$ cat src/hdl/scl_pkg.sv
// Shared constants, types and tables of the serial command line decoder.
`default_nettype none

package scl_pkg;

    // Line capacity and derived widths
    localparam int LINE_MAX = 10;
    localparam int CAP      = LINE_MAX - 1;
    localparam int LEN_W    = $clog2(LINE_MAX);
    localparam int IDX_W    = (CAP > 1) ? $clog2(CAP) : 1;
    localparam int VAL_W    = 32;

    localparam logic [LEN_W-1:0] PARSE_START = LEN_W'(3);

    // Characters
    localparam logic [7:0] CH_TAB   = 8'h09;
    localparam logic [7:0] CH_NL    = 8'h0A;
    localparam logic [7:0] CH_CR    = 8'h0D;
    localparam logic [7:0] CH_SPACE = 8'h20;
    localparam logic [7:0] CH_PLUS  = 8'h2B;
    localparam logic [7:0] CH_MINUS = 8'h2D;
    localparam logic [7:0] CH_0     = 8'h30;
    localparam logic [7:0] CH_1     = 8'h31;
    localparam logic [7:0] CH_2     = 8'h32;
    localparam logic [7:0] CH_7     = 8'h37;
    localparam logic [7:0] CH_8     = 8'h38;
    localparam logic [7:0] CH_9     = 8'h39;

    localparam logic [7:0] ROUTE_RESET = 8'd63;

    // Result kinds
    localparam logic [1:0] KIND_DAC   = 2'd0;
    localparam logic [1:0] KIND_ROUTE = 2'd1;
    localparam logic [1:0] KIND_LED   = 2'd2;
    localparam logic [1:0] KIND_FWD   = 2'd3;

    localparam logic [3:0] DAC_MAP [8] = '{
        4'd5, 4'd6, 4'd8, 4'd7, 4'd1, 4'd4, 4'd2, 4'd3
    };

    localparam logic [7:0] GAMMA_ROM [256] = '{
        8'h00,8'h00,8'h00,8'h00,8'h00,8'h00,8'h00,8'h00,
        8'h00,8'h00,8'h01,8'h01,8'h01,8'h01,8'h01,8'h01,
        8'h01,8'h01,8'h01,8'h01,8'h01,8'h01,8'h01,8'h01,
        8'h01,8'h02,8'h02,8'h02,8'h02,8'h02,8'h02,8'h02,
        8'h02,8'h02,8'h03,8'h03,8'h03,8'h03,8'h03,8'h03,
        8'h04,8'h04,8'h04,8'h04,8'h04,8'h05,8'h05,8'h05,
        8'h05,8'h06,8'h06,8'h06,8'h07,8'h07,8'h07,8'h08,
        8'h08,8'h08,8'h09,8'h09,8'h0A,8'h0A,8'h0B,8'h0B,
        8'h0C,8'h0C,8'h0D,8'h0D,8'h0E,8'h0F,8'h0F,8'h10,
        8'h11,8'h11,8'h12,8'h13,8'h14,8'h15,8'h16,8'h17,
        8'h18,8'h19,8'h1A,8'h1B,8'h1C,8'h1D,8'h1F,8'h20,
        8'h21,8'h23,8'h24,8'h26,8'h27,8'h29,8'h2B,8'h2C,
        8'h2E,8'h30,8'h32,8'h34,8'h36,8'h38,8'h3A,8'h3C,
        8'h3E,8'h40,8'h43,8'h45,8'h47,8'h4A,8'h4C,8'h4F,
        8'h51,8'h54,8'h57,8'h59,8'h5C,8'h5F,8'h62,8'h64,
        8'h67,8'h6A,8'h6D,8'h70,8'h73,8'h76,8'h79,8'h7C,
        8'h7F,8'h82,8'h85,8'h88,8'h8B,8'h8E,8'h91,8'h94,
        8'h97,8'h9A,8'h9C,8'h9F,8'hA2,8'hA5,8'hA7,8'hAA,
        8'hAD,8'hAF,8'hB2,8'hB4,8'hB7,8'hB9,8'hBB,8'hBE,
        8'hC0,8'hC2,8'hC4,8'hC6,8'hC8,8'hCA,8'hCC,8'hCE,
        8'hD0,8'hD2,8'hD3,8'hD5,8'hD7,8'hD8,8'hDA,8'hDB,
        8'hDD,8'hDE,8'hDF,8'hE1,8'hE2,8'hE3,8'hE4,8'hE5,
        8'hE6,8'hE7,8'hE8,8'hE9,8'hEA,8'hEB,8'hEC,8'hED,
        8'hED,8'hEE,8'hEF,8'hEF,8'hF0,8'hF1,8'hF1,8'hF2,
        8'hF2,8'hF3,8'hF3,8'hF4,8'hF4,8'hF5,8'hF5,8'hF6,
        8'hF6,8'hF6,8'hF7,8'hF7,8'hF7,8'hF8,8'hF8,8'hF8,
        8'hF9,8'hF9,8'hF9,8'hF9,8'hFA,8'hFA,8'hFA,8'hFA,
        8'hFA,8'hFB,8'hFB,8'hFB,8'hFB,8'hFB,8'hFB,8'hFC,
        8'hFC,8'hFC,8'hFC,8'hFC,8'hFC,8'hFC,8'hFC,8'hFC,
        8'hFD,8'hFD,8'hFD,8'hFD,8'hFD,8'hFD,8'hFD,8'hFD,
        8'hFD,8'hFD,8'hFD,8'hFD,8'hFD,8'hFD,8'hFD,8'hFE,
        8'hFE,8'hFE,8'hFE,8'hFE,8'hFE,8'hFE,8'hFF,8'hFF
    };

    // Command decoded from the first two characters of the line
    typedef enum logic [2:0] {
        CLS_NONE,
        CLS_DAC,
        CLS_ROUTE,
        CLS_LED,
        CLS_FWD
    } t_cls;

    // Which result the output register loads
    typedef enum logic [2:0] {
        EM_DAC_HI,
        EM_DAC_LO,
        EM_ROUTE,
        EM_LED,
        EM_FWD
    } t_emit_sel;

    typedef struct packed {
        logic      store;
        logic      clear_len;
        logic      init_parse;
        logic      init_fwd;
        logic      adv;
        logic      set_neg;
        logic      acc_step;
        logic      finish;
        logic      emit;
        t_emit_sel emit_sel;
        logic      last;
        logic      route_upd;
    } t_dp_cmd;

    typedef struct packed {
        t_cls cls;
        logic byte_nl;
        logic byte_cr;
        logic cur_space;
        logic cur_sign;
        logic cur_digit;
        logic fwd_end;
        logic out_free;
    } t_dp_status;

endpackage

`default_nettype wire

$ cat src/hdl/scl_dp.sv
// Datapath: line store, value parser registers, route byte and result register.
`default_nettype none

module scl_dp (
    input  wire logic                 i_clk,
    input  wire logic                 i_rst_n,
    input  wire logic [7:0]           i_byte_in,
    input  wire logic                 i_stall,
    input  wire scl_pkg::t_dp_cmd     i_cmd,
    output scl_pkg::t_dp_status       o_status,
    output logic                      o_valid,
    output logic [1:0]                o_kind,
    output logic [3:0]                o_channel,
    output logic [7:0]                o_data_byte,
    output logic                      o_last
);

    logic [7:0]                 r_store [scl_pkg::CAP];
    logic [scl_pkg::LEN_W-1:0]  r_len;
    logic [scl_pkg::LEN_W-1:0]  r_pos;
    logic [scl_pkg::VAL_W-1:0]  r_acc;
    logic [scl_pkg::VAL_W-1:0]  r_val;
    logic                       r_neg;
    logic [7:0]                 r_route;
    logic                       r_valid;
    logic [1:0]                 r_kind;
    logic [3:0]                 r_channel;
    logic [7:0]                 r_data;
    logic                       r_last;

    logic [7:0]                 c0;
    logic [7:0]                 c1;
    logic [7:0]                 cur;
    logic [3:0]                 dac_ch;
    logic [7:0]                 n_route;
    logic [7:0]                 led_idx;
    logic [scl_pkg::VAL_W-1:0]  n_acc;
    logic                       out_free;
    scl_pkg::t_cls              cls;

    // Positions at or past the length read as terminator
    assign c0  = (r_len > scl_pkg::LEN_W'(0)) ? r_store[0] : 8'h00;
    assign c1  = (r_len > scl_pkg::LEN_W'(1)) ? r_store[1] : 8'h00;
    assign cur = (r_pos < r_len) ? r_store[r_pos[scl_pkg::IDX_W-1:0]] : 8'h00;

    always_comb begin
        cls = scl_pkg::CLS_NONE;
        case (c0) inside
            scl_pkg::CH_0: begin
                if (c1 >= scl_pkg::CH_0 && c1 <= scl_pkg::CH_7) begin
                    cls = scl_pkg::CLS_DAC;
                end
            end
            scl_pkg::CH_1: cls = scl_pkg::CLS_ROUTE;
            scl_pkg::CH_2: begin
                if (c1 == scl_pkg::CH_0 || c1 == scl_pkg::CH_1) begin
                    cls = scl_pkg::CLS_LED;
                end
            end
            [scl_pkg::CH_7:scl_pkg::CH_9]: cls = scl_pkg::CLS_FWD;
            default: cls = scl_pkg::CLS_NONE;
        endcase
    end

    assign out_free = !r_valid || !i_stall;

    always_comb begin
        o_status.cls       = cls;
        o_status.byte_nl   = (i_byte_in == scl_pkg::CH_NL);
        o_status.byte_cr   = (i_byte_in == scl_pkg::CH_CR);
        o_status.cur_space = (cur == scl_pkg::CH_SPACE)
                          || (cur >= scl_pkg::CH_TAB && cur <= scl_pkg::CH_CR);
        o_status.cur_sign  = (cur == scl_pkg::CH_PLUS) || (cur == scl_pkg::CH_MINUS);
        o_status.cur_digit = (cur >= scl_pkg::CH_0) && (cur <= scl_pkg::CH_9);
        o_status.fwd_end   = (r_pos == r_len);
        o_status.out_free  = out_free;
    end

    // acc * 10 + digit, wrapping at the value width
    assign n_acc = {r_acc[scl_pkg::VAL_W-4:0], 3'b000}
                 + {r_acc[scl_pkg::VAL_W-2:0], 1'b0}
                 + scl_pkg::VAL_W'(cur[3:0]);

    assign dac_ch  = scl_pkg::DAC_MAP[c1[2:0]];
    assign n_route = {(r_val != '0), r_route[6:0]};

    // Saturate the gamma index to 0..255
    always_comb begin
        if (r_val[scl_pkg::VAL_W-1]) begin
            led_idx = 8'h00;
        end else if (|r_val[scl_pkg::VAL_W-2:8]) begin
            led_idx = 8'hFF;
        end else begin
            led_idx = r_val[7:0];
        end
    end

    // Line store holds no reset
    always_ff @(posedge i_clk) begin
        if (i_cmd.store && r_len < scl_pkg::LEN_W'(scl_pkg::CAP)) begin
            r_store[r_len[scl_pkg::IDX_W-1:0]] <= i_byte_in;
        end
    end

    always_ff @(posedge i_clk) begin
        if (!i_rst_n) begin
            r_len   <= '0;
            r_route <= scl_pkg::ROUTE_RESET;
            r_valid <= 1'b0;
        end else begin
            if (i_cmd.clear_len) begin
                r_len <= '0;
            end else if (i_cmd.store && r_len < scl_pkg::LEN_W'(scl_pkg::CAP)) begin
                r_len <= r_len + scl_pkg::LEN_W'(1);
            end
            if (i_cmd.route_upd) begin
                r_route <= n_route;
            end
            if (i_cmd.emit) begin
                r_valid <= 1'b1;
            end else if (!i_stall) begin
                r_valid <= 1'b0;
            end
        end
    end

    always_ff @(posedge i_clk) begin
        if (i_cmd.init_parse) begin
            r_pos <= scl_pkg::PARSE_START;
        end else if (i_cmd.init_fwd) begin
            r_pos <= '0;
        end else if (i_cmd.adv) begin
            r_pos <= r_pos + scl_pkg::LEN_W'(1);
        end
        if (i_cmd.init_parse) begin
            r_acc <= '0;
            r_neg <= 1'b0;
        end else begin
            if (i_cmd.acc_step) begin
                r_acc <= n_acc;
            end
            if (i_cmd.set_neg) begin
                r_neg <= (cur == scl_pkg::CH_MINUS);
            end
        end
        if (i_cmd.finish) begin
            r_val <= r_neg ? (scl_pkg::VAL_W'(0) - r_acc) : r_acc;
        end
        if (i_cmd.emit) begin
            r_last <= i_cmd.last;
            case (i_cmd.emit_sel)
                scl_pkg::EM_DAC_HI: begin
                    r_kind    <= scl_pkg::KIND_DAC;
                    r_channel <= dac_ch;
                    r_data    <= {dac_ch, 4'h0} | r_val[13:6];
                end
                scl_pkg::EM_DAC_LO: begin
                    r_kind    <= scl_pkg::KIND_DAC;
                    r_channel <= dac_ch;
                    r_data    <= {r_val[5:0], 2'b00};
                end
                scl_pkg::EM_ROUTE: begin
                    r_kind    <= scl_pkg::KIND_ROUTE;
                    r_channel <= 4'h0;
                    r_data    <= n_route;
                end
                scl_pkg::EM_LED: begin
                    r_kind    <= scl_pkg::KIND_LED;
                    r_channel <= {3'b000, c1[0]};
                    r_data    <= scl_pkg::GAMMA_ROM[led_idx];
                end
                default: begin
                    r_kind    <= scl_pkg::KIND_FWD;
                    r_channel <= 4'h0;
                    r_data    <= cur;
                end
            endcase
        end
    end

    assign o_valid     = r_valid;
    assign o_kind      = r_kind;
    assign o_channel   = r_channel;
    assign o_data_byte = r_data;
    assign o_last      = r_last;

    a_len_cap: assert property (@(posedge i_clk) disable iff (!i_rst_n)
        r_len <= scl_pkg::LEN_W'(scl_pkg::CAP))
        else $error("line length beyond capacity");

    a_emit_free: assert property (@(posedge i_clk) disable iff (!i_rst_n)
        i_cmd.emit |-> out_free)
        else $error("result loaded over an unaccepted result");

    a_clear: assert property (@(posedge i_clk) disable iff (!i_rst_n)
        i_cmd.clear_len |=> r_len == '0)
        else $error("line not emptied after decode");

endmodule

`default_nettype wire

$ cat src/hdl/scl_ctrl.sv
// Controller: sequences line capture, value parsing and result emission.
`default_nettype none

module scl_ctrl (
    input  wire logic                 i_clk,
    input  wire logic                 i_rst_n,
    input  wire logic                 i_accept,
    input  wire scl_pkg::t_dp_status  i_status,
    output scl_pkg::t_dp_cmd          o_cmd,
    output logic                      o_busy
);

    typedef enum logic [2:0] {
        S_IDLE,
        S_SKIP,
        S_DIGIT,
        S_FIN,
        S_EMIT,
        S_EMIT2,
        S_FWD
    } t_state;

    t_state r_state;
    t_state n_state;

    always_comb begin
        n_state = r_state;
        o_cmd   = '0;
        case (r_state)
            S_IDLE: begin
                if (i_accept) begin
                    if (i_status.byte_nl) begin
                        case (i_status.cls)
                            scl_pkg::CLS_NONE: o_cmd.clear_len = 1'b1;
                            scl_pkg::CLS_FWD: begin
                                o_cmd.init_fwd = 1'b1;
                                n_state        = S_FWD;
                            end
                            default: begin
                                o_cmd.init_parse = 1'b1;
                                n_state          = S_SKIP;
                            end
                        endcase
                    end else if (!i_status.byte_cr) begin
                        o_cmd.store = 1'b1;
                    end
                end
            end
            S_SKIP: begin
                if (i_status.cur_space) begin
                    o_cmd.adv = 1'b1;
                end else begin
                    if (i_status.cur_sign) begin
                        o_cmd.set_neg = 1'b1;
                        o_cmd.adv     = 1'b1;
                    end
                    n_state = S_DIGIT;
                end
            end
            S_DIGIT: begin
                if (i_status.cur_digit) begin
                    o_cmd.acc_step = 1'b1;
                    o_cmd.adv      = 1'b1;
                end else begin
                    n_state = S_FIN;
                end
            end
            S_FIN: begin
                o_cmd.finish = 1'b1;
                n_state      = S_EMIT;
            end
            S_EMIT: begin
                if (i_status.out_free) begin
                    o_cmd.emit = 1'b1;
                    case (i_status.cls)
                        scl_pkg::CLS_DAC: begin
                            o_cmd.emit_sel = scl_pkg::EM_DAC_HI;
                            n_state        = S_EMIT2;
                        end
                        scl_pkg::CLS_ROUTE: begin
                            o_cmd.emit_sel  = scl_pkg::EM_ROUTE;
                            o_cmd.route_upd = 1'b1;
                            o_cmd.last      = 1'b1;
                            o_cmd.clear_len = 1'b1;
                            n_state         = S_IDLE;
                        end
                        default: begin
                            o_cmd.emit_sel  = scl_pkg::EM_LED;
                            o_cmd.last      = 1'b1;
                            o_cmd.clear_len = 1'b1;
                            n_state         = S_IDLE;
                        end
                    endcase
                end
            end
            S_EMIT2: begin
                if (i_status.out_free) begin
                    o_cmd.emit      = 1'b1;
                    o_cmd.emit_sel  = scl_pkg::EM_DAC_LO;
                    o_cmd.last      = 1'b1;
                    o_cmd.clear_len = 1'b1;
                    n_state         = S_IDLE;
                end
            end
            S_FWD: begin
                if (i_status.out_free) begin
                    o_cmd.emit     = 1'b1;
                    o_cmd.emit_sel = scl_pkg::EM_FWD;
                    o_cmd.adv      = 1'b1;
                    if (i_status.fwd_end) begin
                        o_cmd.last      = 1'b1;
                        o_cmd.clear_len = 1'b1;
                        n_state         = S_IDLE;
                    end
                end
            end
            default: n_state = S_IDLE;
        endcase
    end

    always_ff @(posedge i_clk) begin
        if (!i_rst_n) begin
            r_state <= S_IDLE;
        end else begin
            r_state <= n_state;
        end
    end

    assign o_busy = (r_state != S_IDLE);

    a_fwd_done: assert property (@(posedge i_clk) disable iff (!i_rst_n)
        (r_state == S_FWD && o_cmd.emit && o_cmd.last) |=> r_state == S_IDLE)
        else $error("forwarding did not finish on the terminator");

    a_accept_idle: assert property (@(posedge i_clk) disable iff (!i_rst_n)
        (o_cmd.store || o_cmd.init_parse || o_cmd.init_fwd) |-> r_state == S_IDLE)
        else $error("byte taken while a line is being decoded");

endmodule

`default_nettype wire

$ cat src/hdl/serial_command_line_decoder.sv
// Top level of the serial command line decoder.
//
//  channel  | direction | handshake         | payload
//  ---------+-----------+-------------------+----------------------------------------
//  input    | in        | i_valid / o_stall | i_byte_in
//  output   | out       | o_valid / i_stall | o_kind, o_channel, o_data_byte, o_last
//
// Any byte other than a newline is taken while no decode runs. A newline starts a
// decode: leading blanks are skipped, an optional sign is taken, the digits are
// accumulated and closed and the value is formed, then the results are emitted;
// forwarding emits line length + 1 results and nothing else. A line with a bad
// target or subtarget is dropped in the newline's own cycle. The controller runs a
// single decode sequence at a time; o_stall is high while it runs.
// Reset (i_rst_n low, synchronous) empties the line and sets the route byte to 63.
// A stall on the output holds the result register and pauses the decode at its next result.
`default_nettype none

module serial_command_line_decoder (
    input  wire logic        i_clk,
    input  wire logic        i_rst_n,
    input  wire logic        i_valid,
    output logic             o_stall,
    input  wire logic [7:0]  i_byte_in,
    output logic             o_valid,
    input  wire logic        i_stall,
    output logic [1:0]       o_kind,
    output logic [3:0]       o_channel,
    output logic [7:0]       o_data_byte,
    output logic             o_last
);

    scl_pkg::t_dp_cmd    dp_cmd;
    scl_pkg::t_dp_status dp_status;
    logic                busy;
    logic                in_accept;

    // Take a byte only while no line is being decoded
    assign o_stall   = busy;
    assign in_accept = i_valid && !busy;

    scl_ctrl u_ctrl (
        .i_clk    (i_clk),
        .i_rst_n  (i_rst_n),
        .i_accept (in_accept),
        .i_status (dp_status),
        .o_cmd    (dp_cmd),
        .o_busy   (busy)
    );

    // Hold the line, parse the value and drive the result transfer
    scl_dp u_dp (
        .i_clk       (i_clk),
        .i_rst_n     (i_rst_n),
        .i_byte_in   (i_byte_in),
        .i_stall     (i_stall),
        .i_cmd       (dp_cmd),
        .o_status    (dp_status),
        .o_valid     (o_valid),
        .o_kind      (o_kind),
        .o_channel   (o_channel),
        .o_data_byte (o_data_byte),
        .o_last      (o_last)
    );

endmodule

`default_nettype wire

$ cat config.mk
export PLATFORM = sky130hd
export DESIGN_NAME = serial_command_line_decoder
export DESIGN_NICKNAME = d
export VERILOG_FILES = /design/src/hdl/scl_pkg.sv /design/src/hdl/scl_dp.sv /design/src/hdl/scl_ctrl.sv /design/src/hdl/serial_command_line_decoder.sv
export SDC_FILE = /design/constraint.sdc
export NUM_CORES = 1
export LEC_CHECK = 0
export BUFFER_PORTS_ARGS = -buffer_cell sky130_fd_sc_hd__buf_4
export CAP_MARGIN = 20
export CORE_ASPECT_RATIO = 1.25
export CORE_UTILIZATION = 60
export CTS_BUF_LIST = sky130_fd_sc_hd__clkbuf_4 sky130_fd_sc_hd__clkbuf_8
export DETAILED_ROUTE_END_ITERATION = 16
export PLACE_DENSITY = 0.84
export SLEW_MARGIN = 20
export SYNTH_ARGS = -nofsm -noshare
export SYNTH_HDL_FRONTEND = slang
export SYNTH_SLANG_ARGS = --single-unit
$ cat constraint.sdc
create_clock -name i_clk -period 9.6 [get_ports i_clk]
set_input_delay 0.96 -clock i_clk [delete_from_list [all_inputs] [get_ports i_clk]]
set_output_delay 0.96 -clock i_clk [all_outputs]
set_load 0.05 [all_outputs]
==> impl_metrics.tcl, run 1 <==
set metrics [dict create \
    status "finished, final reports clean" \
    crit_required_ns 10.01 \
    worstHoldStart "u_dp.r_acc[31]$_SDFFE_PP0P_" \
    post_dp_cell_area_um2 11700 \
    path_max_fanout 19 \
    cts.clk_slew.worst_paths_ns 0.10 \
    layout_commonest_cell "nand2_1" \
    num_rows 55 \
    skew_ns 0.0181 \
    fp.dieH_um 155 \
    finalHoldViolCount 0 \
    criticalPathCategory "reg -> reg" \
    end_kind "flop" \
    grt_pass1_vias 9130 \
    via_per_inst 6.84 \
    final_antenna_net_count 0 \
    fin_util_pct 66.1 \
    drc 0 \
    area_growth_pct 6.92 \
    post-route-period-util_pct 59.9 \
    syn_area_um2 11300 \
    ff2ff_path_depth 16 \
    p_total_mw 2.01 \
    yosys.area.top_type_share_pct 33.8 \
    r2r_start "u_dp.r_pos[2]$_SDFFE_PP0P_" \
    synthArstFlopShare_pct 0 \
    grt_pass1_wl_mm 48.5 \
    avgRoutedWirePerCell_um 21.5 \
    synth-main-ff-cell "edfxtp_1" \
    min_path_type "reg -> reg" \
    cts_buffers 17 \
    drt_iter0_drc 1274 \
    initial_core_util_pct 61.9 \
    io_buffers 28 \
    drv_slew 0 \
    clk_latency_ns 0.47 \
    synth_edf_count 127 \
    yosysTopAreaCell "edfxtp_1" \
    yosysWarnings 0 \
    dr_total_vias 9682 \
    yosys_register_bits 172 \
    syn-instance-count 1171 \
    cts.path.max_buffers 2 \
    fp.dieW_um 125 \
    routed_wirelength_mm 30.4 \
    synthTopCellsByArea "edfxtp_1, ha_1, dfxtp_1, nand2_1, a21oi_1" \
    worst_slew_pin_slew_ns 0.985 \
    drv_cap 0 \
    synth_nets 1268 \
    grt_max_degree 43 \
    post_cts_resized 0 \
    synth_seq_area_share_pct 41.8 \
    worstPathArrival_ns 6.16 \
    overflow 0 \
    post_cts_buffers 0 \
    ff2ff_setup_slack_ns 3.85 \
    reg2reg_to "u_dp.r_acc[28]$_SDFFE_PP0P_" \
    stdcell_count 1415 \
    period_minus_slack_ns 5.75 \
    cts_tree "done" \
    dr.pass1.iters 7 \
    maxSlewHeadroom_pct 33.9 \
    final_nets 1271 \
    hpwl_mm 22.0 \
    holdBufCountCts 0 \
    max_clock_freq_mhz 174 \
    avgSynthCellArea_um2 9.63 \
    drive_gt1_share_pct 9.77 \
    grt_antenna_before_repair 0 \
    min_to "u_dp.r_acc[31]$_SDFFE_PP0P_" \
    rsz0062_at_grt "false" \
    setup_violations 0 \
    cts.htree.levels 4 \
    setup_tns_ns 0 \
    final_cell_area_um2 12100 \
    p_leak_nw 4.58 \
    dp.cells 1383 \
    final_cell_mix "nand2_1, edfxtp_1, a21oi_1, ha_1, o21ai_0" \
    core_area_um2 18200 \
    io_pins 29 \
    place_congestion 1.03 \
    powerDensity_nw_per_um2 167 \
    clock-sinks 172 \
    die_area_um2 19400 \
    min_path_cells 2 \
    grtUsageTotal_pct 32.0 \
    ir_worst_vdd_mv 0.118 \
    diodes 0 \
    cts_root_buf "clkbuf_8" \
    synth.distinct_cells 74 \
    start_kind "flop" \
]
[cell families after synthesis]
family / Yosys count / share of synthesized area, %
XOR/XNOR: 55 / 4.27
buffers and inverters: 84 / 2.89
AND/OR/NAND/NOR: 392 / 16.9
flip-flops: 172 / 41.8
AO/OA/AOI/OAI: 343 / 19.2
multiplexers: 40 / 5.39
adder cells (fa/ha/maj): 85 / 9.56
[per-layer routing]
layer  up-vias  part of all wire (%)  GRT usage (%)
li1       4440                     -              -
met3       116                   7.5           4.95
met5         -                     0              0
met2       550                    47           52.1
met1      4576                    42           42.4
met4         0                   4.1           14.1
[worst max path at each step]
stage                                from                           to  slack [ns]  cells after the start
2_1_floorplan  u_dp.r_pos[0]$_SDFFE_PP1P_  u_dp.r_acc[28]$_SDFFE_PP0P_        4.60                     21
5_1_grt        u_dp.r_pos[2]$_SDFFE_PP0P_  u_dp.r_acc[24]$_SDFFE_PP0P_        3.49                     16
3_5_place_dp   u_dp.r_pos[2]$_SDFFE_PP0P_  u_dp.r_acc[28]$_SDFFE_PP0P_        3.99                     16
3_3_place_gp   u_dp.r_pos[2]$_SDFFE_PP0P_  u_dp.r_acc[28]$_SDFFE_PP0P_        4.22                     16
4_1_cts        u_dp.r_pos[2]$_SDFFE_PP0P_  u_dp.r_acc[28]$_SDFFE_PP0P_        3.96                     16
6_report       u_dp.r_pos[2]$_SDFFE_PP0P_  u_dp.r_acc[28]$_SDFFE_PP0P_        3.85                     16
[synthesized netlist by cell type (4+ instances only)]
cell       count
o21a_1         9
and2_1        11
o221ai_1       4
dfxtp_1       45
a31oi_1       15
nor3_1        25
or2_2         10
clkbuf_1      42
edfxtp_1     127
buf_1          8
o211ai_1      12
o22ai_1        8
a21oi_1       99
mux2_2         6
nor2_1        74
nand4b_1       4
nand2_1      140
mux2i_1       18
or2_1          4
buf_2          6
and3_1        17
nand2b_1       9
or3_1         10
nand3_1       32
nor3b_1        5
a21o_1        27
xnor2_1       43
a2111oi_0      4
or4_1          8
o21bai_1       8
nand4_1       11
a221oi_1       8
mux4_2        16
o31ai_1       12
ha_1          83
xor2_1        12
inv_1         26
o21ai_0       83
nor2b_1        9
o32ai_1        5
a211oi_1       9
o2111ai_1      6
nor4_1        11
[registers in the layout (all words and copies together), names as in the netlist]
signal            count
u_dp.r_pos            4
u_dp.o_channel        4
u_dp.o_kind           2
u_dp.r_store         80
u_dp.r_neg            1
u_dp.o_last           1
u_dp.r_acc           32
u_dp.r_val           32
u_ctrl.r_state        3
u_dp.o_data_byte      8
u_dp.r_len            4
u_dp.o_valid          1
[power breakdown]
part / total (mW) / leakage (nW) / internal (mW) / switching, mW
combinational: 0.638 / 2.88 / 0.280 / 0.358
clock: 0.515 / 0.203 / 0.223 / 0.292
sequential: 0.857 / 1.49 / 0.824 / 0.0325
total: 2.01 / 4.58 / 1.33 / 0.683
[critical path, stage by stage (launching register included)]
cell	delay, ns
dfxtp_1	0.96
ha_1	0.39
nand2_1	0.11
o21ai_1	0.17
nor2_1	0.46
ha_1	0.33
ha_1	0.23
fa_1	0.45
a211oi_1	0.39
o21ai_0	0.18
a221oi_1	0.61
and4b_1	0.28
o21ai_0	0.50
nor2_1	0.08
o21a_1	0.20
o211a_1	0.20
nor3_1	0.16
[area by class of cell]
| class | instances | area [µm²] |
|---|---|---|
| Clock buffer | 19 | 249 |
| Clock inverter | 13 | 148 |
| Fill cell | 1395 | 6170 |
| Inverter | 27 | 101 |
| Multi-Input combinational cell | 915 | 6260 |
| Sequential cell | 172 | 4720 |
| Tap cell | 228 | 285 |
| Timing Repair Buffer | 41 | 308 |
[per-stage QoR]
step,hold slack (ns),worst slack (ns)
6_report,0.528,3.85
5_1_grt,0.534,3.49
4_1_cts,0.530,3.96
3_5_place_dp,0.501,3.99
3_3_place_gp,0.490,4.22
2_1_floorplan,0.466,4.60
Power figures use the tool's default switching activity.
==> inputs of run 2 (changes only) <==
- CORE_UTILIZATION: 60 -> 59
- PLACE_DENSITY: 0.84 -> 0.86
- clock period: 9.6 -> 4.9 ns (I/O delays scaled with it)
==> run 2 against run 1 <==
  * The flow now finishes with violations (DRC)
  * Worst hold slack worse by 0.26 ns
  * Critical endpoint unchanged
  * Sequential share of layout area down 0.79 points
  * Maximum frequency up 25%
  * Critical path type unchanged
  * Flip-flop and latch count unchanged
  * Non-clock buffer count up 23
  * Highest routed layer unchanged
  * Die area up 1.7%
==> impl_metrics.tcl, run 2 (synthesis results as in run 1) <==
set metrics [dict create \
    status "complete, but fails checks" \
    violations "DRC" \
    grt_pass1_vias 9407 \
    worstHoldStart "i_byte_in[3]" \
    dr.pass1.iters 12 \
    crit_slowest_cell "mux4_2" \
    area_growth_pct 9.14 \
    max_stage_delay_ns 0.55 \
    cts.htree.levels 4 \
    drv_cap 0 \
    drv_slew 0 \
    grt_max_degree 41 \
    worstPathCellList "buf_12, mux4_2, o221ai_1, nor2_1, ha_1, ha_1, fa_1, a211oi_2, o21ai_0, a221oi_1, buf_4, and4b_1, o21ai_0, buf_4, nor2_1, o21a_1, o211a_1, nor3_1" \
    die_area_um2 19700 \
    routed_wirelength_mm 32.5 \
    grtUsageTotal_pct 33.7 \
    io_pins 29 \
    cts_tree "done" \
    cts.clk_slew.worst_paths_ns 0.11 \
    layout_commonest_cell "nand2_1" \
    fp.dieH_um 157 \
    drive_gt1_share_pct 11.7 \
    ir_worst_vdd_mv 0.309 \
    period_minus_slack_ns 4.61 \
    criticalPathCategory "reg -> reg" \
    post-route-period-util_pct 94.0 \
    holdBufCountCts 0 \
    via_per_inst 6.92 \
    setup_tns_ns 0 \
    setup_violations 0 \
    overflow 0 \
    post_cts_resized 0 \
    cts_buffers 17 \
    post_dp_cell_area_um2 11900 \
    diodes 0 \
    min_path_type "in -> reg" \
    worst_slew_pin_slew_ns 1.09 \
    rsz0062_at_grt "false" \
    pre_cts_ws_ns 0.201 \
    final_cell_area_um2 12300 \
    initial_core_util_pct 60.1 \
    end_kind "flop" \
    maxSlewHeadroom_pct 27.3 \
    core_area_um2 18800 \
    clock-sinks 172 \
    fp.dieW_um 126 \
    worstPathArrival_ns 5.01 \
    finalHoldViolCount 0 \
    max_clock_freq_mhz 217 \
    hpwl_mm 23.4 \
    nFillCells 1476 \
    drc 3 \
    skew_ns 0.0315 \
    num_rows 56 \
    drt_iter0_drc 1136 \
    setup_ws_ns 0.294 \
    cp-startpoint "u_dp.r_pos[0]$_SDFFE_PP1P_" \
    place_congestion 1.01 \
    start_kind "flop" \
    post_cts_buffers 0 \
    path_max_fanout 17 \
    powerDensity_nw_per_um2 336 \
    grt_antenna_before_repair 0 \
    r2r_start "u_dp.r_pos[0]$_SDFFE_PP1P_" \
    final_antenna_net_count 0 \
    final_cell_mix "nand2_1, edfxtp_1, a21oi_1, ha_1, o21ai_0" \
    p_leak_nw 4.72 \
    final_nets 1294 \
    stdcell_count 1442 \
    largest_reg_flops 80 \
    cts.path.max_buffers 2 \
    avgRoutedWirePerCell_um 22.5 \
    grt_pass1_wl_mm 50.8 \
    io_buffers 28 \
    cts_root_buf "clkbuf_8" \
    dp.cells 1410 \
    clk_latency_ns 0.50 \
    dr_total_vias 9974 \
    crit_required_ns 5.31 \
]
## run 2: cell count changes in the layout (fill, tap and decap cells not counted), sizes merged
cell	before	now
clkbuf	19	17
clkinvlp	1	0
clkinv	4	7
buf	41	64
## run 2: layout make-up
| cell class | count | area (µm²) | share of cell area (%) |
|---|---|---|---|
| Inverter | 27 | 101 | 0.823 |
| Multi-Input combinational cell | 915 | 6270 | 50.9 |
| Timing Repair Buffer | 64 | 493 | 4.00 |
| Tap cell | 232 | 290 | 2.36 |
| Sequential cell | 172 | 4720 | 38.3 |
| Clock buffer | 17 | 234 | 1.90 |
| Clock inverter | 15 | 210 | 1.71 |
## run 2: report_power, final
part,switching [mW],internal (mW)
sequential,0.0705,1.62
clock,0.652,0.449
combinational,0.740,0.603
total,1.46,2.67
## run 2: critical path: cells and delay by family, from the launching register on
kind | cells | cell delay (ns)
adder cells (fa/ha/maj) | 3 | 0.95
AND/OR/NAND/NOR | 4 | 0.51
multiplexers | 1 | 0.55
buffers and inverters | 3 | 0.53
flip-flops | 1 | 0.41
AO/OA/AOI/OAI | 7 | 1.55
## run 2: per-stage QoR
stage          power, mW  util [%]  hold slack [ns]
3_3_place_gp        2.95      63.1            0.490
3_5_place_dp        2.99      63.1            0.498
2_1_floorplan       2.66         -            0.466
6_report            4.13      65.6            0.272
4_1_cts             4.09      65.5            0.253
5_1_grt             4.30      65.6            0.255
## run 2: path summary, 6_finish.rpt
kind,cells after the start,to,slack (ns)
worst max-delay path,18,u_dp.r_acc[28]$_SDFFE_PP0P_,0.29
worst min-delay path,1,u_dp.r_store[7][3]$_DFFE_PP_,0.27
worst max register to register,18,u_dp.r_acc[28]$_SDFFE_PP0P_,0.29
worst min register to register,2,u_dp.r_acc[31]$_SDFFE_PP0P_,0.52
## run 2: per-layer routing
layer / wire length [µm] / vias to the layer above / global-route usage [%] / part of all wire [%]
li1: - / 4477 / - / -
met1: 12300 / 4727 / 41.3 / 38
met2: 15800 / 637 / 57.5 / 49
met3: 2940 / 133 / 5.81 / 9.0
met4: 1470 / 0 / 17.0 / 4.5
met5: 0 / - / 0 / 0
